===== src/asr_pkg.sv =====
`timescale 1ns / 1ps
// Package for the stereo resampler: widths, reset values, codes and the
// types shared by the front, the queue and the back. No dependencies.
package asr_pkg;

  localparam int RING_SAMPLES_DEF   = 16384;
  localparam int INTEGRAL_LIMIT_DEF = 4095;

  localparam int KIND_W     = 3;
  localparam int SAMPLE_W   = 16;
  localparam int INDEX_W    = 14;
  localparam int CFG_W      = 16;
  localparam int PHASE_W    = 18;
  localparam int PROP_W     = 10;
  localparam int RATE_W     = 17;
  localparam int RSUM_W     = RATE_W + 2;
  localparam int DVD_W      = 36;
  localparam int NUM_W      = DVD_W + 1;

  localparam logic [CFG_W-1:0] INPUT_RATE_RST  = 16'd44100;
  localparam logic [CFG_W-1:0] OUTPUT_RATE_RST = 16'd48000;

  localparam logic CFG_INPUT_RATE  = 1'b0;
  localparam logic CFG_OUTPUT_RATE = 1'b1;

  typedef enum logic [KIND_W-1:0] {
    KIND_FRAME   = 3'd0,
    KIND_WRAP    = 3'd1,
    KIND_CHUNK   = 3'd2,
    KIND_SUSPEND = 3'd3,
    KIND_RESUME  = 3'd4
  } kind_t;

  typedef enum logic [1:0] {
    MODE_PAUSED,
    MODE_PREPARE,
    MODE_RESUMING,
    MODE_PLAYING
  } mode_t;

  typedef enum logic [1:0] {
    OP_FRAME,
    OP_WRAP,
    OP_CHUNK,
    OP_RESUME
  } op_code_t;

  typedef struct packed {
    op_code_t                    code;
    logic signed [SAMPLE_W-1:0]  left;
    logic signed [SAMPLE_W-1:0]  right;
  } op_t;

  typedef enum logic [2:0] {
    ST_IDLE,
    ST_MUL,
    ST_SUM,
    ST_DIV,
    ST_EMIT
  } back_state_t;

endpackage


===== src/asr_if.sv =====
`timescale 1ns / 1ps
// Valid/ready channels of the resampler: input items and ring writes.
// Depends on asr_pkg for field widths.
interface asr_item_if;
  logic                                 valid;
  logic                                 ready;
  logic [asr_pkg::KIND_W-1:0]           kind;
  logic signed [asr_pkg::SAMPLE_W-1:0]  left_in;
  logic signed [asr_pkg::SAMPLE_W-1:0]  right_in;
  modport source (output valid, kind, left_in, right_in, input ready);
  modport sink (input valid, kind, left_in, right_in, output ready);
endinterface

interface asr_result_if;
  logic                                 valid;
  logic                                 ready;
  logic [asr_pkg::INDEX_W-1:0]          write_index;
  logic signed [asr_pkg::SAMPLE_W-1:0]  left_out;
  logic signed [asr_pkg::SAMPLE_W-1:0]  right_out;
  logic                                 last;
  modport source (output valid, write_index, left_out, right_out, last, input ready);
  modport sink (input valid, write_index, left_out, right_out, last, output ready);
endinterface


===== src/adaptive_stereo_resampler.sv =====
`timescale 1ns / 1ps
// Stereo linear-interpolation resampler, top level. Depends on asr_pkg,
// asr_if, asr_front, asr_queue, asr_back and asr_div.
// A frame that leaves the queue passes multiply, sum, serial divide and the
// output load before its first ring write; a second write, when the phase
// allows one, repeats those steps. The back takes control items in its idle
// state. Synchronous reset clears mode, offset, error, trims, phase and
// history; rates return to 44100 and 48000.
module adaptive_stereo_resampler #(
  parameter int RING_SAMPLES   = asr_pkg::RING_SAMPLES_DEF,
  parameter int INTEGRAL_LIMIT = asr_pkg::INTEGRAL_LIMIT_DEF
) (
  input  logic                       clk,
  input  logic                       rst,
  input  logic                       cfg_we,
  input  logic                       cfg_index,
  input  logic [asr_pkg::CFG_W-1:0]  cfg_data,
  asr_item_if.sink                   item,
  asr_result_if.source               result
);
  import asr_pkg::*;

  logic [CFG_W-1:0] input_rate;
  logic [CFG_W-1:0] output_rate_nominal;

  logic push, full, pop_valid, pop;
  op_t  push_op, pop_op;

  always_ff @(posedge clk) begin
    if (rst) begin
      input_rate          <= INPUT_RATE_RST;
      output_rate_nominal <= OUTPUT_RATE_RST;
    end else if (cfg_we) begin
      unique case (cfg_index)
        CFG_INPUT_RATE:  input_rate <= cfg_data;
        CFG_OUTPUT_RATE: output_rate_nominal <= cfg_data;
        default: ;
      endcase
    end
  end

  asr_front u_front (
    .clk, .rst, .item, .push, .push_op, .full
  );

  asr_queue u_queue (
    .clk, .rst, .push, .push_op, .full, .pop_valid, .pop_op, .pop
  );

  asr_back #(
    .RING_SAMPLES(RING_SAMPLES), .INTEGRAL_LIMIT(INTEGRAL_LIMIT)
  ) u_back (
    .clk, .rst, .op_valid(pop_valid), .op(pop_op), .op_ready(pop),
    .input_rate, .output_rate_nominal, .result
  );

endmodule


===== src/asr_div.sv =====
`timescale 1ns / 1ps
// Restoring unsigned divider, one quotient bit per cycle.
// Depends on nothing but its parameters.
module asr_div #(
  parameter int DVD_W = 36,
  parameter int DVS_W = 17
) (
  input  logic             clk,
  input  logic             rst,
  input  logic             start,
  input  logic [DVD_W-1:0] dividend,
  input  logic [DVS_W-1:0] divisor,
  output logic [DVD_W-1:0] quotient,
  output logic             done
);
  localparam int CNT_W = $clog2(DVD_W + 1);

  logic             busy;
  logic [CNT_W-1:0] cnt;
  logic [DVS_W-1:0] rem;
  logic [DVS_W-1:0] dvs;
  logic [DVD_W-1:0] quo;
  logic [DVS_W:0]   trial;
  logic             ge;
  logic [DVS_W:0]   diff;

  assign trial    = {rem, quo[DVD_W-1]};
  assign ge       = trial >= {1'b0, dvs};
  assign diff     = trial - {1'b0, dvs};
  assign quotient = quo;

  always_ff @(posedge clk) begin
    if (rst) begin
      busy <= 1'b0;
      done <= 1'b0;
      cnt  <= '0;
    end else begin
      done <= 1'b0;
      if (start) begin
        busy <= 1'b1;
        cnt  <= CNT_W'(DVD_W);
      end else if (busy) begin
        cnt <= cnt - CNT_W'(1);
        if (cnt == CNT_W'(1)) begin
          busy <= 1'b0;
          done <= 1'b1;
        end
      end
    end
  end

  always_ff @(posedge clk) begin
    if (start) begin
      rem <= '0;
      dvs <= divisor;
      quo <= dividend;
    end else if (busy) begin
      // remainder stays below the divisor, so the top bit drops
      rem <= ge ? diff[DVS_W-1:0] : trial[DVS_W-1:0];
      quo <= {quo[DVD_W-2:0], ge};
    end
  end

endmodule


===== src/asr_front.sv =====
`timescale 1ns / 1ps
// Front of the resampler: accepts items, tracks the play mode and queues
// the operations that touch the datapath. Depends on asr_pkg and asr_if.
module asr_front (
  input  logic           clk,
  input  logic           rst,
  asr_item_if.sink       item,
  output logic           push,
  output asr_pkg::op_t   push_op,
  input  logic           full
);
  import asr_pkg::*;

  mode_t mode, mode_next;
  logic  take;

  assign item.ready = !full;
  assign take       = item.valid && item.ready;

  always_comb begin
    mode_next     = mode;
    push          = 1'b0;
    push_op.code  = OP_FRAME;
    push_op.left  = item.left_in;
    push_op.right = item.right_in;
    if (take) begin
      unique case (item.kind)
        KIND_FRAME: push = (mode == MODE_PLAYING);
        KIND_WRAP: begin
          push         = 1'b1;
          push_op.code = OP_WRAP;
          if (mode == MODE_RESUMING) mode_next = MODE_PLAYING;
        end
        KIND_CHUNK: begin
          push_op.code = OP_CHUNK;
          // drop the first chunk after a resume
          if (mode == MODE_PREPARE) mode_next = MODE_RESUMING;
          else push = (mode == MODE_PLAYING);
        end
        KIND_SUSPEND: mode_next = MODE_PAUSED;
        KIND_RESUME: begin
          push_op.code = OP_RESUME;
          if (mode == MODE_PAUSED) begin
            push      = 1'b1;
            mode_next = MODE_PREPARE;
          end
        end
        default: ;
      endcase
    end
  end

  always_ff @(posedge clk) begin
    if (rst) mode <= MODE_PAUSED;
    else mode <= mode_next;
  end

endmodule


===== src/asr_queue.sv =====
`timescale 1ns / 1ps
// Two-entry queue of operations between front and back.
// Depends on asr_pkg.
module asr_queue (
  input  logic          clk,
  input  logic          rst,
  input  logic          push,
  input  asr_pkg::op_t  push_op,
  output logic          full,
  output logic          pop_valid,
  output asr_pkg::op_t  pop_op,
  input  logic          pop
);
  import asr_pkg::*;

  op_t        entry [2];
  logic       wr_ptr;
  logic       rd_ptr;
  logic [1:0] count;
  logic       do_pop;

  assign full      = count == 2'd2;
  assign pop_valid = count != 2'd0;
  assign pop_op    = entry[rd_ptr];
  // a pop only counts when a word is there
  assign do_pop    = pop && pop_valid;

  always_ff @(posedge clk) begin
    if (rst) begin
      wr_ptr <= 1'b0;
      rd_ptr <= 1'b0;
      count  <= '0;
    end else begin
      if (push) wr_ptr <= !wr_ptr;
      if (do_pop) rd_ptr <= !rd_ptr;
      unique case ({push, do_pop})
        2'b10:   count <= count + 2'd1;
        2'b01:   count <= count - 2'd1;
        default: ;
      endcase
    end
  end

  always_ff @(posedge clk) begin
    if (push) entry[wr_ptr] <= push_op;
  end

endmodule


===== src/asr_back.sv =====
`timescale 1ns / 1ps
// Back of the resampler: ring position, fill error, rate trims, phase,
// interpolation through serial dividers, and the output register.
// Depends on asr_pkg, asr_if and asr_div.
module asr_back #(
  parameter int RING_SAMPLES   = asr_pkg::RING_SAMPLES_DEF,
  parameter int INTEGRAL_LIMIT = asr_pkg::INTEGRAL_LIMIT_DEF
) (
  input  logic                        clk,
  input  logic                        rst,
  input  logic                        op_valid,
  input  asr_pkg::op_t                op,
  output logic                        op_ready,
  input  logic [asr_pkg::CFG_W-1:0]   input_rate,
  input  logic [asr_pkg::CFG_W-1:0]   output_rate_nominal,
  asr_result_if.source                result
);
  import asr_pkg::*;

  localparam int OFF_W    = $clog2(RING_SAMPLES);
  localparam int FE_W     = OFF_W + 2;
  localparam int INT_W    = $clog2(INTEGRAL_LIMIT + 1) + 1;
  localparam int HALF     = RING_SAMPLES / 2;
  localparam int QUARTER  = RING_SAMPLES / 4;
  localparam int PROP_DIV = RING_SAMPLES / 256;
  localparam int PROP_SH  = $clog2(PROP_DIV);

  back_state_t state, state_next;

  logic [OFF_W-1:0]              write_offset;
  logic signed [FE_W-1:0]        fill_error;
  logic signed [1:0]             error_side;
  logic signed [INT_W-1:0]       trim_integral;
  logic signed [PROP_W-1:0]      trim_prop;
  logic signed [PHASE_W-1:0]     phase;
  logic signed [SAMPLE_W-1:0]    prev_l, prev_r, cur_l, cur_r;
  logic [RATE_W-1:0]             rate_r;
  logic                          second;
  logic signed [33:0]            pn_l, pn_r;
  logic signed [34:0]            pb_l, pb_r;
  logic                          neg_l, neg_r;

  logic                          out_valid;
  logic [INDEX_W-1:0]            out_index;
  logic signed [SAMPLE_W-1:0]    out_l, out_r;
  logic                          out_last;

  // combinational helpers
  logic signed [RSUM_W-1:0]      rsum;
  logic [RATE_W-1:0]             rate_sat;
  logic signed [RSUM_W-1:0]      diff;
  logic signed [NUM_W-1:0]       num_l, num_r, mag_l, mag_r;
  logic signed [FE_W-1:0]        s0;
  logic signed [FE_W-1:0]        fe_abs;
  logic [FE_W-1:0]               prop_mag;
  logic [OFF_W:0]                off_inc;
  logic signed [PHASE_W-1:0]     p1;
  logic                          again;
  logic                          out_free;
  logic                          out_load;
  logic [SAMPLE_W-1:0]           ql, qr;
  logic signed [PROP_W-1:0]      prop_val;

  logic                          div_start;
  logic [DVD_W-1:0]              dvd_l, dvd_r;
  logic [RATE_W-1:0]             dvs;
  logic [DVD_W-1:0]              quo_l, quo_r;
  logic                          done_l, done_r;

  assign rsum = $signed({{(RSUM_W-CFG_W){1'b0}}, output_rate_nominal})
              + RSUM_W'(trim_integral) + RSUM_W'(trim_prop);
  assign rate_sat = (rsum < $signed(RSUM_W'(1))) ? RATE_W'(1) : rsum[RATE_W-1:0];

  assign diff  = $signed({2'b00, rate_r}) - RSUM_W'(phase);
  assign num_l = NUM_W'(pn_l) + NUM_W'(pb_l);
  assign num_r = NUM_W'(pn_r) + NUM_W'(pb_r);
  assign mag_l = num_l[NUM_W-1] ? -num_l : num_l;
  assign mag_r = num_r[NUM_W-1] ? -num_r : num_r;

  assign s0       = $signed({2'b00, write_offset}) - FE_W'(HALF);
  assign fe_abs   = fill_error[FE_W-1] ? -fill_error : fill_error;
  assign prop_mag = $unsigned(fe_abs) >> PROP_SH;
  assign off_inc  = {1'b0, write_offset} + (OFF_W+1)'(2);
  assign p1       = phase + $signed({{(PHASE_W-CFG_W){1'b0}}, input_rate});
  assign again    = !second && ($signed({p1[PHASE_W-1], p1}) < $signed({2'b00, rate_r}));
  assign out_free = !out_valid || result.ready;
  assign out_load = (state == ST_EMIT) && out_free;
  assign ql       = quo_l[SAMPLE_W-1:0];
  assign qr       = quo_r[SAMPLE_W-1:0];
  // error over the divisor, negated, truncated toward zero
  assign prop_val = fill_error[FE_W-1] ? $signed(prop_mag[PROP_W-1:0])
                                       : -$signed(prop_mag[PROP_W-1:0]);

  assign dvd_l = mag_l[DVD_W-1:0];
  assign dvd_r = mag_r[DVD_W-1:0];
  assign dvs   = rate_r;

  // next state
  always_comb begin
    state_next = state;
    unique case (state)
      ST_IDLE: begin
        if (op_valid) begin
          unique case (op.code)
            OP_FRAME: state_next = ST_MUL;
            default:  state_next = ST_IDLE;
          endcase
        end
      end
      ST_MUL:  state_next = ST_SUM;
      ST_SUM:  state_next = ST_DIV;
      ST_DIV:  if (done_l) state_next = ST_EMIT;
      ST_EMIT: if (out_free) state_next = again ? ST_MUL : ST_IDLE;
      default: state_next = ST_IDLE;
    endcase
  end

  // control outputs
  always_comb begin
    op_ready  = (state == ST_IDLE);
    div_start = (state == ST_SUM);
  end

  always_ff @(posedge clk) begin
    if (rst) state <= ST_IDLE;
    else state <= state_next;
  end

  always_ff @(posedge clk) begin
    if (rst) begin
      write_offset  <= '0;
      fill_error    <= '0;
      error_side    <= '0;
      trim_integral <= '0;
      trim_prop     <= '0;
      phase         <= '0;
      prev_l        <= '0;
      prev_r        <= '0;
      out_valid     <= 1'b0;
    end else begin
      if (out_load) out_valid <= 1'b1;
      else if (result.ready) out_valid <= 1'b0;
      unique case (state)
        ST_IDLE: begin
          if (op_valid) begin
            unique case (op.code)
              OP_FRAME: begin
                cur_l  <= op.left;
                cur_r  <= op.right;
                rate_r <= rate_sat;
                second <= 1'b0;
              end
              OP_WRAP: begin
                if (s0 < 0 && s0 > FE_W'(-QUARTER)) begin
                  error_side <= -2'sd1;
                  fill_error <= s0;
                end else if (s0 >= 0 && s0 < FE_W'(QUARTER)) begin
                  error_side <= 2'sd1;
                  fill_error <= s0;
                end else if (error_side > 0 && s0 < 0) begin
                  fill_error <= s0 + FE_W'(RING_SAMPLES);
                end else if (s0 > 0) begin
                  fill_error <= s0 - FE_W'(RING_SAMPLES);
                end else begin
                  fill_error <= s0;
                end
              end
              OP_CHUNK: begin
                if (fill_error != '0) begin
                  trim_prop  <= prop_val;
                  fill_error <= '0;
                  if (prop_val > 0 && trim_integral < INT_W'(INTEGRAL_LIMIT))
                    trim_integral <= trim_integral + INT_W'(1);
                  if (prop_val < 0 && trim_integral > INT_W'(-INTEGRAL_LIMIT))
                    trim_integral <= trim_integral - INT_W'(1);
                end
              end
              OP_RESUME: begin
                write_offset <= OFF_W'(HALF);
                fill_error   <= '0;
                phase        <= '0;
                prev_l       <= '0;
                prev_r       <= '0;
              end
              default: ;
            endcase
          end
        end
        ST_MUL: begin
          pn_l <= phase * cur_l;
          pn_r <= phase * cur_r;
          pb_l <= diff * prev_l;
          pb_r <= diff * prev_r;
        end
        ST_SUM: begin
          neg_l <= num_l[NUM_W-1];
          neg_r <= num_r[NUM_W-1];
        end
        ST_EMIT: begin
          if (out_free) begin
            out_index    <= INDEX_W'(write_offset);
            out_l        <= neg_l ? -ql : ql;
            out_r        <= neg_r ? -qr : qr;
            out_last     <= !again;
            write_offset <= (off_inc >= (OFF_W+1)'(RING_SAMPLES)) ? '0 : off_inc[OFF_W-1:0];
            if (again) begin
              phase  <= p1;
              second <= 1'b1;
            end else begin
              phase  <= p1 - $signed({1'b0, rate_r});
              prev_l <= cur_l;
              prev_r <= cur_r;
            end
          end
        end
        default: ;
      endcase
    end
  end

  asr_div #(.DVD_W(DVD_W), .DVS_W(RATE_W)) u_div_l (
    .clk, .rst, .start(div_start), .dividend(dvd_l), .divisor(dvs),
    .quotient(quo_l), .done(done_l)
  );

  asr_div #(.DVD_W(DVD_W), .DVS_W(RATE_W)) u_div_r (
    .clk, .rst, .start(div_start), .dividend(dvd_r), .divisor(dvs),
    .quotient(quo_r), .done(done_r)
  );

  assign result.valid       = out_valid;
  assign result.write_index = out_index;
  assign result.left_out    = out_l;
  assign result.right_out   = out_r;
  assign result.last        = out_last;

  a_offset_even: assert property (@(posedge clk) disable iff (rst)
    !write_offset[0] && (OFF_W+1)'(write_offset) < (OFF_W+1)'(RING_SAMPLES))
    else $error("ring offset odd or past the ring");

  a_integral_bound: assert property (@(posedge clk) disable iff (rst)
    trim_integral <= INT_W'(INTEGRAL_LIMIT) && trim_integral >= INT_W'(-INTEGRAL_LIMIT))
    else $error("integral trim out of bounds");

  a_rate_positive: assert property (@(posedge clk) disable iff (rst)
    state == ST_MUL |-> rate_r != '0)
    else $error("zero rate in interpolation");

  a_lanes_lockstep: assert property (@(posedge clk) disable iff (rst)
    state == ST_DIV |-> done_l == done_r)
    else $error("divider lanes out of step");

endmodule


===== src/flat_wrapper.sv =====
// flat-port wrapper written by rule: the top's interface ports become plain ports
module adaptive_stereo_resampler_flat import asr_pkg::*;
#(
  parameter int RING_SAMPLES   = asr_pkg::RING_SAMPLES_DEF,
  parameter int INTEGRAL_LIMIT = asr_pkg::INTEGRAL_LIMIT_DEF
)
  (clk, rst, cfg_we, cfg_index, cfg_data, item_valid, item_kind, item_left_in, item_right_in, item_ready, result_valid, result_write_index, result_left_out, result_right_out, result_last, result_ready);
  asr_item_if item_i ();
  asr_result_if result_i ();
  input  logic clk;
  input  logic rst;
  input  logic cfg_we;
  input  logic cfg_index;
  input  logic [asr_pkg::CFG_W-1:0] cfg_data;
  input wire logic [$bits(item_i.valid)-1:0] item_valid;
  input wire logic [$bits(item_i.kind)-1:0] item_kind;
  input wire logic [$bits(item_i.left_in)-1:0] item_left_in;
  input wire logic [$bits(item_i.right_in)-1:0] item_right_in;
  output wire logic [$bits(item_i.ready)-1:0] item_ready;
  output wire logic [$bits(result_i.valid)-1:0] result_valid;
  output wire logic [$bits(result_i.write_index)-1:0] result_write_index;
  output wire logic [$bits(result_i.left_out)-1:0] result_left_out;
  output wire logic [$bits(result_i.right_out)-1:0] result_right_out;
  output wire logic [$bits(result_i.last)-1:0] result_last;
  input wire logic [$bits(result_i.ready)-1:0] result_ready;
  assign item_i.valid = item_valid;
  assign item_i.kind = item_kind;
  assign item_i.left_in = item_left_in;
  assign item_i.right_in = item_right_in;
  assign item_ready = item_i.ready;
  assign result_valid = result_i.valid;
  assign result_write_index = result_i.write_index;
  assign result_left_out = result_i.left_out;
  assign result_right_out = result_i.right_out;
  assign result_last = result_i.last;
  assign result_i.ready = result_ready;
  adaptive_stereo_resampler #(.RING_SAMPLES(RING_SAMPLES), .INTEGRAL_LIMIT(INTEGRAL_LIMIT)) u_core (.clk(clk), .rst(rst), .cfg_we(cfg_we), .cfg_index(cfg_index), .cfg_data(cfg_data), .item(item_i), .result(result_i));
endmodule

===== config.mk =====
export PLATFORM = sky130hd
export DESIGN_NAME = adaptive_stereo_resampler_flat
export DESIGN_NICKNAME = d
export VERILOG_FILES = /design/src/asr_pkg.sv /design/src/asr_if.sv /design/src/adaptive_stereo_resampler.sv /design/src/asr_div.sv /design/src/asr_front.sv /design/src/asr_queue.sv /design/src/asr_back.sv /design/src/flat_wrapper.sv
export SDC_FILE = /design/constraint.sdc
export NUM_CORES = 2
export LEC_CHECK = 0
export BUFFER_PORTS_ARGS = -buffer_cell sky130_fd_sc_hd__buf_4
export CAP_MARGIN = 5
export CORE_UTILIZATION = 45
export DETAILED_ROUTE_END_ITERATION = 7
export GPL_ROUTABILITY_DRIVEN = 1
export PLACE_DENSITY = 0.7
export REMOVE_ABC_BUFFERS = 1
export SLEW_MARGIN = 15
export SYNTH_ARGS = -nofsm -noshare
export SYNTH_HDL_FRONTEND = slang
export SYNTH_SLANG_ARGS = --single-unit

===== constraint.sdc =====
create_clock -name clk -period 24.8 [get_ports clk]
set_input_delay 2.48 -clock clk [delete_from_list [all_inputs] [get_ports clk]]
set_output_delay 2.48 -clock clk [all_outputs]
set_load 0.02 [all_outputs]

; ---- Word level (Yosys, flattened, before mapping)
; Memory sizes are Yosys's and may differ from the RTL's. A register that Yosys moved wholly into a read port is not among the register bits.
; Index checks and enable logic that the tools add are counted.
; Widths: inputs -> output; s select.
[word_totals]
register_bits = 522
ram_bits = 68
inputBits = 57
memories = 1
[memory_table]
columns = name, depth, word_bits, rd, rd_clocked_by_memory_dff, wr, line_no
row1 = u_core.u_queue.entry, 2, 34, 1, 1, 1, asr_queue.sv:16  ; op_t entry [2];
[op_classes]
add_sub_neg = 25
mul = 4
order_cmp = 15
eq_ne = 30
muxes = 79
n_bitwise = 3
reduce_logical = 48
[op_table]
columns = op, count
row1 = $mux 16, 14
row2 = $mux 36, 6
row3 = $add 34x35->36, 2
row4 = $mux 18, 4
row5 = $neg 36->36, 2
row6 = $mul 19x16->35, 2
row7 = $mul 18x16->34, 2
row8 = $pmux 16 s2, 2
row9 = $mux 14, 4
row10 = $neg 16->16, 3
row11 = $pmux 16 s3, 1
row12 = $ge 18x17->1, 2
row13 = $pmux 18 s2, 1
row14 = $mux 17, 2
row15 = $sub 17x17->17, 2
row16 = $pmux 14 s2, 1
row17 = $mux 13, 2
row18 = $mux 6, 4
row19 = $mux 1, 22
row20 = $ne 2x2->1 const B, 10
row21 = $reduce_and 4->1, 5
row22 = $add 18x10->19, 1
row23 = $lt 19x2->1 const B, 1
row24 = $sub 18x18->19, 1
row25 = other kinds (57), 108

; ---- Longest topological paths before layout
[depth]
depth_word = 8
mapped_depth = 40
ltp_nobuf = 38

; ---- Hierarchy
; A second synthesis with hierarchy kept.
[unflattened]
hier_cells = 8047
hier_area_um2 = 77700.8
[by_module_without_submodules]
columns = mod, instances, cells_each, area_each_um2, seq_area_each_um2
row1 = asr_back, 1, 7027, 65109.9, 9248.9
row2 = asr_div (u_core.u_back.u_div_l), 1, 356, 4077.7, 2092.0
row3 = asr_div (u_core.u_back.u_div_r), 1, 346, 4037.6, 2092.0
row4 = asr_queue, 1, 129, 2660.1, 2142.1
row5 = adaptive_stereo_resampler, 1, 130, 1331.3, 640.6
row6 = asr_front, 1, 59, 484.2, 40.0

; ---- Least setup slack after synthesis
; No wires, ideal clock.
[synth_timing]
path_type = input port to flip-flop
start = in rst
end = reg u_core.u_back.pb_l[0] (enable)
setup_time_ps = 1021
arrival_time_ps = 16937
t_required_ps = 23779
path_slack_ps = 6842
cell_stages = 3
path_cell_list = clkbuf_1 -> clkbuf_1 -> nor4b_1
[synth_via]
elab_chain_len = 2
[synth_lines]
columns = item, line_no
row1 = "start, declared", flat_wrapper.sv:11  ; input logic rst;
row2 = $not 1->1 (no source line), -
row3 = $reduce_and 2->1 (no source line), -
row4 = "end signal, assigned", asr_back.sv:192  ; pb_l <= diff * prev_l;
row5 = "end, declared", asr_back.sv:40  ; logic signed [34:0] pb_l, pb_r;
; No other way between the ends.
; A chain may end at the register's enable or synchronous reset.

; ---- Final worst setup path
[layout_timing]
start = reg u_core.u_back.rate_r[0] (netlist: u_core.u_back.dvs[0])
end = reg u_core.u_back.pb_l[34] (data pin)
[layout_via]
elab_chain_len = 2
[layout_lines]
columns = item, line_no
row1 = "start, declared", asr_back.sv:37  ; logic [RATE_W-1:0] rate_r;
row2 = "start signal, assigned", asr_back.sv:150  ; rate_r <= rate_sat;
row3 = $sub 18x18->19, asr_back.sv:74  ; assign diff = $signed({2'b00, rate_r}) - RSUM_W'(phase);
row4 = $mul 19x16->35, asr_back.sv:192
; No other way between the ends.

==> results_tabular.tex <==
\begin{tabular}{lr}
\hline
Metric & Value \\
\hline
\multicolumn{2}{l}{\textbf{CTS}} \\
CTS tree & yes \\
Worst skew pair latency & 720 ps \\
Level count of the clock H-tree & 3 \\
Num Clock Sinks & 589 \\
Clock edge transition at the registers on the reported setup and hold paths & 70 ps \\
Number of buffers inserted by post-CTS setup repair & 0 \\
Clk root buf & clkbuf\_16 \\
Number of CTS-inserted buffers & 71 \\
CTS hold repair buffers & 0 \\
Count of cells resized by post-cts repair & 0 \\
Max Root-Sink Buffers & 3 \\
\multicolumn{2}{l}{\textbf{Timing}} \\
Setup TNS after final layout & 0 ps \\
Shortest clock period the worst path allows after layout & 10,230 ps \\
Relative slew slack & 18.56\% \\
Final max-slew violation count & 0 \\
\# setup viols final & 0 \\
Maximum clock frequency & 97.72 MHz \\
Setup repair after global routing missed its margin & false \\
Post-route clock period utilization & 41.26\% \\
Total count of hold-check failures in the final report & 0 \\
Worst-Margin Slew & 1222 ps \\
Worst clock skew & 30.36 ps \\
\multicolumn{2}{l}{\textbf{Place}} \\
Count of buffers from port buffering & 104 \\
GPL Wtd Cong & 0.9140 \\
DPL Wire Length & 149,700 um \\
\multicolumn{2}{l}{\textbf{Power and ir drop}} \\
Fraction of power spent switching nets & 36.45\% \\
Tot Pwr & 3.747 mW \\
Combinational group share of total power & 32.7\% \\
Areal power density over the cells & 45.67 mW/mm\^{}2 \\
Clock network fraction of total power & 30.0\% \\
Max IR drop VDD & 0.05447 mV \\
Static leakage & 37.11 nW \\
Switching component of the power & 1.366 mW \\
Sequential group share of total power & 37.2\% \\
Internal Power & 2.381 mW \\
\multicolumn{2}{l}{\textbf{Worst setup path}} \\
Buf/Inv on CP & 5 \\
Kind of cell adding the most delay to the critical path & compound AO/OA/AOI/OAI gates \\
WS Path Type & flip-flop to flip-flop \\
Standard cell with the maximum stage delay on the critical path & fa\_1 \\
Kind of start point of the critical path & flip-flop \\
Critical path required time & 25,260 ps \\
Arrival time worst endpoint & 10,700 ps \\
Highest cell delay on the worst timing path & 550 ps \\
Crit-path max FO & 32 \\
Worst setup EP type & flip-flop \\
Most common cell type on the critical path & fa\_1 \\
\multicolumn{2}{l}{\textbf{GRT}} \\
Pin count of the biggest net entering global routing & 139 \\
Number of global-route vias before repair & 58,490 \\
Initial antenna violation count & 11 \\
Tot GR Track Use & 23.01\% \\
First-pass GRT wire length & 314,800 um \\
Total congestion overflow after global routing & 0 \\
\multicolumn{2}{l}{\textbf{Synth}} \\
Instance count of the mapped netlist & 8,120 \\
FFs w/ async S/R, synth & 0\% \\
Prevailing post-synth register cell & edfxtp\_1 \\
Library cells used by synthesis & 105 \\
Post-synthesis sequential area ratio & 20.52\% \\
Number of flip-flops and latches in the synthesized netlist & 589 \\
Warning count from the yosys run & 0 \\
Number of enable flip-flop cells after synthesis & 393 \\
Area share of the largest cell type after synthesis & 31.38\% \\
Post-synthesis instance area & 0.07662 mm\^{}2 \\
Yosys top cell by area & fa\_1 \\
Cell types with the largest area share after synthesis & fa\_1, edfxtp\_1, ha\_1, inv\_1, dfxtp\_1 \\
Average size of a mapped cell & 9.436 um\^{}2 \\
\multicolumn{2}{l}{\textbf{Floorplan}} \\
Total number of placement rows & 151 \\
Ports & 106 \\
Effective utilization at floorplan & 45.26\% \\
Floorplan core area & 0.1693 mm\^{}2 \\
Width of the chip & 414.6 um \\
Die ar. & 0.1719 mm\^{}2 \\
Chip height & 414.6 um \\
\multicolumn{2}{l}{\textbf{Finish}} \\
Fraction of final layout cells with drive strength greater than 1 & 5.246\% \\
Number of inserted filler cells in the final layout & 15,530 \\
Synthesis-to-layout area growth & 7.084\% \\
Number of nets in the layout & 9,809 \\
\multicolumn{2}{l}{\textbf{Drt}} \\
Drt wl/cell & 18.76 um \\
Final ANT Viol Nets & 0 \\
DRC & 0 \\
Final routed wirelength across all metal layers & 193,100 um \\
Initial drt markers & 3,813 \\
Initial DRT Pass Iterations & 6 \\
Per-cell via count in the routed design & 5.443 \\
Vias after detailed routing & 56,000 \\
\multicolumn{2}{l}{\textbf{Status}} \\
Outcome & completed \\
\multicolumn{2}{l}{\textbf{Run}} \\
Number of maximum-capacitance violations & 0 \\
\multicolumn{2}{l}{\textbf{Worst hold path}} \\
Min-delay worst type & flip-flop to flip-flop \\
\hline
\end{tabular}
tightest hold or removal path: cells and delay by family (launching register included):
| family | cells | cell delay, ps |
|---|---|---|
| AO/OA/AOI/OAI | 1 | 50 |
| AND/OR/NAND/NOR | 1 | 50 |
| flip-flops | 1 | 310 |
registers in the layout, summed over array words and instances (netlist names), 17 cells and up, named ones only:
signal / cells
u_core.u_back.phase: 18
u_core.u_back.u_div_r.quotient: 36
u_core.u_back.pn_l: 34
u_core.u_back.u_div_r.rem: 17
u_core.u_back.pn_r: 34
u_core.u_back.pb_l: 35
u_core.u_back.u_div_l.quotient: 36
u_core.u_back.u_div_l.dvs: 17
u_core.u_back.pb_r: 35
u_core.u_back.u_div_l.rem: 17
u_core.u_queue.entry: 68
u_core.u_back.dvs: 17
Yosys cell counts, drive strengths merged, types with 34 or more instances:
library cell	number
o21ai	271
inv	1485
xnor2	307
a21o	134
a211oi	44
fa	1201
clkbuf	336
nand2	992
mux2	37
ha	544
mux2i	57
nor2b	83
and2	474
nand2b	56
a21oi	290
nor2	335
xor2	116
dfxtp	196
o21a	35
edfxtp	393
nand3	69
nor3	82
and3	34
o21bai	38
a22o	36
per-layer routing:
metal | GRT usage (%) | part of all wire, % | wire (um) | up-vias
met4 | 9.297 | 4.4 | 8456 | 6
met1 | 29.52 | 41 | 79140 | 28320
met2 | 38.71 | 48 | 92630 | 1753
met3 | 3.714 | 6.6 | 12790 | 405
met5 | 0 | 0.021 | 41 | -
li1 | - | - | - | 25520
stage by stage:
step	worst slack (ps)	hold WS, ps	cell area [um^2]	std cells	utilization, %
5_1_grt	13830	483.4	82040	10290	48.46
3_5_place_dp	14700	452.8	79540	10150	46.99
6_report	14570	461.3	82040	10290	48.47
2_1_floorplan	6978	430.3	75230	7755	-
4_1_cts	14670	460.9	82020	10280	48.45
3_3_place_gp	14930	446.9	79540	10150	46.99
final timing paths:
path                         startpoint                     end  slack, ps  cells past startpoint
setup / recovery   u_core.u_back.dvs[0]  u_core.u_back.pb_l[34]      14570                     36
hold / removal    u_core.input_rate[14]   u_core.input_rate[14]        460                      2
setup reg to reg   u_core.u_back.dvs[0]  u_core.u_back.pb_l[34]      14570                     36
hold reg to reg   u_core.input_rate[14]   u_core.input_rate[14]        460                      2
layout by cell type (no fill, tap or decap), types with 74 or more instances in the layout:
cell and n:
clkbuf_16 74, inv_1 1484, fa_1 1201, xnor2_1 298, nor2_1 328, o21ai_0 255
buf_4 178, dfxtp_1 194, nor2b_1 83, edfxtp_1 393, ha_1 544, xor2_1 114
and2_1 471, a21oi_1 288, a21o_1 134, nor3_1 81, nand2_1 991
power groups by stage:
stage | sequential, mW | combinational (mW) | clock (mW)
CTS | 1.39 | 1.22 | 1.15
floorplan | 1.37 | 0.898 | 0
global placement | 1.41 | 1.18 | 0
detailed placement | 1.41 | 1.21 | 0
global route | 1.41 | 1.37 | 1.18
finish | 1.39 | 1.23 | 1.13
cell families after synthesis:
family	share of synthesized area, %
xor gates and xnor gates	4.835
buffers and inverters	9.104
adders and majority gates	40.29
other	0.004894
DFF	20.52
and+or+nand+nor	14.30
muxes	1.288
AOI/OAI and AO/OA	9.655
area by class of cell:
type	instances	area [um^2]	share of cell area (%)
well taps	2218	2775	3.382
clock buffers	94	1997	2.434
repair buffers	179	1356	1.653
clock inverters	35	490.5	0.5978
diodes	8	20.02	0.02440
multi-input cells	5678	54090	65.93
inverters	1488	5585	6.808
flip-flops and latches	589	15730	19.17
(Power assumes the default switching activity.)
